[config.mk]
export PLATFORM = sky130hd
export DESIGN_NAME = gmsa_ctrl
export DESIGN_NICKNAME = d
export VERILOG_FILES = /design/src/gmsa_pkg.sv /design/src/gmsa_ctrl.sv
export VERILOG_INCLUDE_DIRS = /design/src /design/src/src
export SDC_FILE = /design/constraint.sdc
export NUM_CORES = 1
export LEC_CHECK = 0
export BUFFER_PORTS_ARGS = -buffer_cell sky130_fd_sc_hd__buf_2
export CAP_MARGIN = 10
export CORE_AREA = 2 2 39 41
export CTS_BUF_LIST = sky130_fd_sc_hd__clkbuf_2
export DETAILED_ROUTE_END_ITERATION = 10
export DIE_AREA = 0 0 41 43
export GPL_TIMING_DRIVEN = 0
export SETUP_SLACK_MARGIN = 0.02
export SYNTH_ARGS = -nofsm -noshare
export SYNTH_HDL_FRONTEND = slang
export SYNTH_SLANG_ARGS = --single-unit
[constraint.sdc]
create_clock -name i_clk -period 1.3 [get_ports i_clk]
set_input_delay 0 -clock i_clk [delete_from_list [all_inputs] [get_ports i_clk]]
set_output_delay 0 -clock i_clk [all_outputs]
set_load 0.01 [all_outputs]
[src/gated_matrix_slice_accumulator_top_assert.svh]
// Assertion macros used by the controller of the gated slice accumulator.
`ifndef GATED_MATRIX_SLICE_ACCUMULATOR_TOP_ASSERT_SVH
`define GATED_MATRIX_SLICE_ACCUMULATOR_TOP_ASSERT_SVH

// The consequent must hold in the same cycle as the antecedent.
`define GMSA_ASSERT_SAME(label, clk, rst_n, ante, cons) \
    label: assert property (@(posedge clk) disable iff (!(rst_n)) (ante) |-> (cons)) \
        else $error("gmsa assertion failed");

// The consequent must hold in the cycle after the antecedent.
`define GMSA_ASSERT_NEXT(label, clk, rst_n, ante, cons) \
    label: assert property (@(posedge clk) disable iff (!(rst_n)) (ante) |=> (cons)) \
        else $error("gmsa assertion failed");

`endif

[src/gmsa_pkg.sv]
package gmsa_pkg;

    // Sizes of the slice store.
    localparam int GATES     = 4;
    localparam int CHANNELS  = 8192;
    localparam int CH_W      = 13;
    localparam int ADDR_W    = $clog2(CHANNELS);
    localparam int GATE_W    = (GATES > 1) ? $clog2(GATES) : 1;
    localparam int GI_W      = 2;
    localparam int DATA_W    = 32;
    localparam int CFG_W     = 3;
    localparam int CFG_IDX_W = 2;

    // Request opcodes.
    localparam logic [1:0] OP_LOAD  = 2'd0;
    localparam logic [1:0] OP_CLEAR = 2'd1;
    localparam logic [1:0] OP_ELEM  = 2'd2;
    localparam logic [1:0] OP_READ  = 2'd3;

    // Slice modes.
    localparam logic [1:0] MODE_X   = 2'd0;
    localparam logic [1:0] MODE_Y   = 2'd1;
    localparam logic [1:0] MODE_SUM = 2'd2;

    // Configuration register indexes.
    localparam logic [CFG_IDX_W-1:0] CFG_SLICE_MODE = 2'd0;
    localparam logic [CFG_IDX_W-1:0] CFG_SUM_GATES  = 2'd1;
    localparam logic [CFG_IDX_W-1:0] CFG_GATE_COUNT = 2'd2;

    // One memory row holds the entry of every gate for one channel.
    typedef logic [GATES-1:0][DATA_W-1:0] t_row;

    // Commands from the controller to the datapath.
    typedef struct packed {
        logic latch;
        logic load_win;
        logic clr_step;
        logic rd_col;
        logic rd_row;
        logic wr_x;
        logic wr_y;
        logic sum_init;
        logic sum_step;
    } t_cmd;

    // Status from the datapath to the controller.
    typedef struct packed {
        logic clr_last;
        logic sum_last;
    } t_status;

    // True when a channel lies inside the slice store.
    function automatic logic ch_in_range(input logic [CH_W-1:0] ch);
        return (int'(ch) < CHANNELS);
    endfunction

endpackage

[src/gmsa_ctrl.sv]
module gmsa_ctrl (
    input  logic                 i_clk,
    input  logic                 i_rst_n,
    input  logic                 i_start,
    input  logic [1:0]           i_opcode,
    input  gmsa_pkg::t_status    i_status,
    output logic                 o_busy,
    output gmsa_pkg::t_cmd       o_cmd
);

    `include "gated_matrix_slice_accumulator_top_assert.svh"

    localparam logic [2:0] S_IDLE  = 3'd0;
    localparam logic [2:0] S_CLEAR = 3'd1;
    localparam logic [2:0] S_RD_X  = 3'd2;
    localparam logic [2:0] S_WB_X  = 3'd3;
    localparam logic [2:0] S_RD_Y  = 3'd4;
    localparam logic [2:0] S_WB_Y  = 3'd5;
    localparam logic [2:0] S_RD_R  = 3'd6;
    localparam logic [2:0] S_SUM   = 3'd7;

    logic [2:0] r_state;
    logic [2:0] n_state;
    logic       accept;

    assign o_busy = (r_state != S_IDLE);
    assign accept = i_start && (r_state == S_IDLE);

    // Next state and commands for the current step.
    always_comb begin
        n_state = r_state;
        o_cmd   = '0;
        case (r_state)
            S_IDLE: begin
                if (accept) begin
                    o_cmd.latch = 1'b1;
                    case (i_opcode)
                        gmsa_pkg::OP_LOAD:  o_cmd.load_win = 1'b1;
                        gmsa_pkg::OP_CLEAR: n_state = S_CLEAR;
                        gmsa_pkg::OP_ELEM:  n_state = S_RD_X;
                        gmsa_pkg::OP_READ:  n_state = S_RD_R;
                        default:            n_state = S_IDLE;
                    endcase
                end
            end
            S_CLEAR: begin
                o_cmd.clr_step = 1'b1;
                if (i_status.clr_last) begin
                    n_state = S_IDLE;
                end
            end
            S_RD_X: begin
                o_cmd.rd_col = 1'b1;
                n_state      = S_WB_X;
            end
            S_WB_X: begin
                o_cmd.wr_x = 1'b1;
                n_state    = S_RD_Y;
            end
            S_RD_Y: begin
                o_cmd.rd_row = 1'b1;
                n_state      = S_WB_Y;
            end
            S_WB_Y: begin
                o_cmd.wr_y = 1'b1;
                n_state    = S_IDLE;
            end
            S_RD_R: begin
                o_cmd.rd_col   = 1'b1;
                o_cmd.sum_init = 1'b1;
                n_state        = S_SUM;
            end
            S_SUM: begin
                o_cmd.sum_step = 1'b1;
                if (i_status.sum_last) begin
                    n_state = S_IDLE;
                end
            end
            default: n_state = S_IDLE;
        endcase
    end

    // The store is swept clean after reset before the first request.
    always_ff @(posedge i_clk) begin
        if (!i_rst_n) begin
            r_state <= S_CLEAR;
        end else begin
            r_state <= n_state;
        end
    end

    `GMSA_ASSERT_NEXT(a_elem_starts, i_clk, i_rst_n,
        accept && (i_opcode == gmsa_pkg::OP_ELEM), r_state == S_RD_X)
    `GMSA_ASSERT_NEXT(a_x_then_y, i_clk, i_rst_n, r_state == S_WB_X, r_state == S_RD_Y)
    `GMSA_ASSERT_NEXT(a_sum_ends, i_clk, i_rst_n,
        (r_state == S_SUM) && i_status.sum_last, r_state == S_IDLE)
    `GMSA_ASSERT_NEXT(a_clear_holds, i_clk, i_rst_n,
        (r_state == S_CLEAR) && !i_status.clr_last, r_state == S_CLEAR && o_busy)

endmodule

# Word level (Yosys, flattened, before mapping)
# Index checks and enable logic that the tools add are counted.
# word_totals
reg_bits,3
in_bits,7
out_inout_bits,10
wordCells,36
# op_classes
eq_ne,14
mux,15
n_reduce_logical,6
# op_table
op,count
$pmux W3 S8,1
$eq A3 B3 Y1 const B,4
$mux W3,3
$pmux W3 S3,1
$mux W1,8
$eq A3 B2 Y1 const B,2
$ne A2 B2 Y1 const B,3
$eq A2 B2 Y1 const B,2
$mux W2,2
$ne A4 B1 Y1 const B,1
$reduce_and A4 Y1,1
$eq A3 B1 Y1 const B,1
$logic_not A3 Y1,1
$reduce_bool A3 Y1,1
$eq A2 B1 Y1 const B,1
$logic_not A2 Y1,1
$reduce_or A2 Y1,1
$logic_and A1 B1 Y1,1

# Logic depth before layout (Yosys ltp)
# logic_depth
word_depth,4
mapped_depth,4

# Worst setup path after synthesis
# Ideal clock, no wire load.
# synth_timing
kind,reg-to-reg
start,reg r_state[2]
end,reg r_state[2]
arrival_time_ps,1065
required_ps,1171
setup_slack_ps,106
path_stages_with_launch,5
period_less_slack_ps,1194
path_cell_list,dfxtp_1 -> buf_2 -> or3b_4 -> o221ai_2 -> a211oi_1
# synth_between
elab_chain_cells,4
elab_cells_between_ends,15
cone_classes,eq/ne: 11; mux: 1; reduce/logical: 3
# synth_lines
item,line_no,rtl
start: declaration,gmsa_ctrl.sv:22,logic [2:0] r_state;
start signal: assignment,gmsa_ctrl.sv:88,r_state <= n_state;
$logic_not A3 Y1,"gmsa_ctrl.sv:27, gmsa_ctrl.sv:33",
$logic_and A1 B1 Y1,gmsa_ctrl.sv:27,assign accept = i_start && (r_state == S_IDLE);
$ne A2 B2 Y1 (no line),n/a,
$reduce_and A4 Y1 (no line),n/a,
# Parallel ways exist; a longest one is shown, timed or not.
# A chain may end at the register's enable or synchronous reset.

==> impl_results.md <==
- Clock power share: 34.9%
- Max Fanout on Critical Path: 7
- Core box area: around 1400 µm²
- CP startpoint: r_state[0]
- CTS Buffer Depth: 2
- Avg Cell Area, Syn: ~7.7 µm²
- ANT nets after route: 0
- Status: finished clean
- Largest regs: r_state x3
- Vias: between 300 and 400
- Drt total wl: ~700 µm
- Top-area cell type share of the netlist area: approximately a quarter
- Yosys top cell by area: dfxtp_1
- Initial Utilization: a little under a fifth
- Post-synthesis mux area share: 0%
- Routed len/inst: ~10 µm
- Die width: roughly 40 µm
- Slew @ Worst Pin: 0.2780 ns
- Min cycle time layout: roughly 1.3 ns
- Total Nets Final: just over 60
- Sw frac: between 30% and 40%
- Clock slew at reported path FFs: around 0.040 ns
- Die ar.: 1763 µm²
- Global Route Usage Sum: under 10%
- Largest cells by area after synthesis: dfxtp_1, inv_1, nand2_1, o221ai_2, and4bb_2
- Critical Path Max Stage Delay: ~0.41 ns
- Sequential Power Share: ~30%
- Layout cells sized above 1: about three fifths
- Reg-to-Reg Start: r_state[2]
- Ys Warns: 0
- Antenna violations before repair: 0
- Worst-path cell chain: or3_4, nor4_4, buf_2
- Cell Area, Synth: 254.0 µm²
- ANT cells: 0
- RSZ-0062 raised after global routing: yes
- Simple-gate share of the synthesized area: a little over two fifths
- R2r worst-path depth: 4
- CTS root buffer: clkbuf_2
- First-pass GRT wire length: 1083 µm
- Slowest-stage cell, CP: or3_4
- Vias in the first global route: roughly 290
- CTS Hold Buffers Added: 0
- Worst vdd ir: 0.3591 mV
- Crit share post-route: a little over nine tenths
- Crit end category: output pin
- Largest net degree at the start of global routing: 11
- Achievable Freq: 795.0 MHz
- HP Class: input port to register
- Synth Area in Compound Gates: ~26%
- Worst-Skew Late Latency: 0.20 ns
- Post-synth top cells: inv_1, nand2_1, dfxtp_1, nor2_1
- Largest family of logic cells by synthesized area: simple AND/OR/NAND/NOR gates
- Crit start category: register
- Placed wire-length estimate: around 530 µm
- # DRC: 0
- Slew HR: between 80% and 90%
- Final TNS setup: 0 ns
- Clock sinks: 3
- Largest Register: r_state
- Async set or reset register ratio after synthesis: 0%
- Avg Vias per Cell: 4.357
- Syn_nets: 40
- Final setup violation count: 0
- Port Buffers: 16
- 1st-pass router iterations: 1
- Total congestion overflow: 0
- Internal power: around 240 µW
- Yosys reg bits: 3
- Area grow syn2layout: 63.55%
- FILL cells: 158
- Die extent in y: 43 µm
- Psw: about 120 µW
- Gate Count Post-Synth: 33
- Main synth FF type: dfxtp_1
- Yosys cell types: 23
- Gate power share: between 30% and 40%
- Worst EP arrival: 1.26 ns
- Synth Area in Adders: 0%
- Seq/Total Area, Yosys: between 20% and 30%
- Clk_skew: approximately 0.00048 ns
- Largest register FFs: 3
- Setup crit end: o_cmd[7]
- TritonCTS clock tree: done
- Max-cap violations: 0
- Worst flop-to-flop path endpoint: r_state[2]
- # IOs: 17
- Worst EP required: about 1.3 ns
- Row Count: 14
- Gpl congestion: approximately 0.67
- Leak Pwr: a little over 0.0002 µW
- Post-synth EDFFs: 0
- Max-slew violation count: 0
- Starting DRT DRC Count: 0
- Pwr per Cell Area: 885.0 nW/µm²
- R2r setup slk: about 0.06 ns
- Critical path type: register to output pin
- WHS: about 0.035 ns
- H-Tree Depth: 1
- Total CTS buffers: 3
- Synth Area in XOR/XNOR: 0%
- Final hold viol count: 0
[critical path, delay by kind of cell, from the launching register on]
kind	cells	cell delay, ns
buffers and inverters	1	0.16
DFF	1	0.35
and+or+nand+nor	2	0.54
[layer usage]
layer / share of wire, % / vias to the layer above / GRT usage [%]
li1: - / 161 / -
met3: 5.6 / 2 / 3.141
met2: 49 / 9 / 13.44
met1: 43 / 133 / 10.58
met5: 0 / - / 0
met4: 2.0 / 0 / 8.000
[per-stage QoR]
stage	cells	power, µW	cell area (µm²)	worst slack [ns]	util, %
6_report	70	367.6	415.4	0.04211	30.02
5_1_grt	70	401.6	415.4	-0.02683	30.02
4_1_cts	69	359.5	381.6	0.007388	27.58
3_5_place_dp	65	218.8	354.1	-0.008528	25.59
3_3_place_gp	65	217.3	354.1	0.008130	25.59
2_1_floorplan	33	178.3	254.0	0.1056	-
[power by group through the flow]
| stage | clock (µW) | combinational, µW | sequential, µW |
|---|---|---|---|
| after floorplan | 0 | 69.5 | 109 |
| after global placement | 0 | 106 | 111 |
| after detailed placement | 0 | 107 | 111 |
| after CTS | 139 | 110 | 111 |
| after global routing | 149 | 142 | 111 |
| final | 128 | 130 | 110 |
[cells in the final DEF (no fill, tap or decap)]
cell type and instances:
nor2b_1 1, inv_2 1, dfxtp_4 1, and4bb_2 1, o211ai_1 1, nor4_4 1, a211oi_1 1, and2b_2 1
a311oi_1 1, a21oi_1 1, and3_2 1, buf_4 2, inv_1 3, or3_4 1, nor2_1 3, o21a_1 1
o21ai_0 1, nand2_1 4, and3_1 1, nor3_1 1, clkbuf_2 4, or3b_4 1, o221ai_4 1, buf_2 16
o32ai_1 1, dfxtp_2 1, dfxtp_1 1, and2b_1 1
[timing repair]
| action | in CTS | in global routing |
|---|---|---|
| setup endpoints to repair | 3 | 5 |
| setup buffers | 0 | 1 |
| pin swaps | 0 | 1 |
| resized for setup | 2 | 7 |
[how the worst min path moves through the flow]
stage	startpoint	endpoint	slack, ns	depth (start not counted)
floorplan	i_opcode[1]	o_cmd[7]	0.05	1
global placement	i_rst_n	r_state[0]	0.23	2
detailed placement	i_rst_n	r_state[0]	0.24	2
CTS	i_rst_n	r_state[0]	0.01	2
global route	i_rst_n	r_state[0]	0.03	2
finish	i_rst_n	r_state[0]	0.03	2
[cell families (layout without fill, tap and decap cells)]
family                 after synthesis  in the layout
buffers and inverters                5             26
AND/OR/NAND/NOR                     17             17
flip-flops                           3              3
AO/OA/AOI/OAI                        8              8
[area by class of cell]
cell class	instances	area, µm²	share of cell area [%]
tap	16	20.02	4.819
clock buffer	4	20.02	4.819
multi-input combinational	25	200.2	48.19
buffer	1	7.507	1.807
inverter	4	15.01	3.614
sequential	3	65.06	15.66
timing repair buffer	17	87.58	21.08
Power figures use the tool's default switching activity.
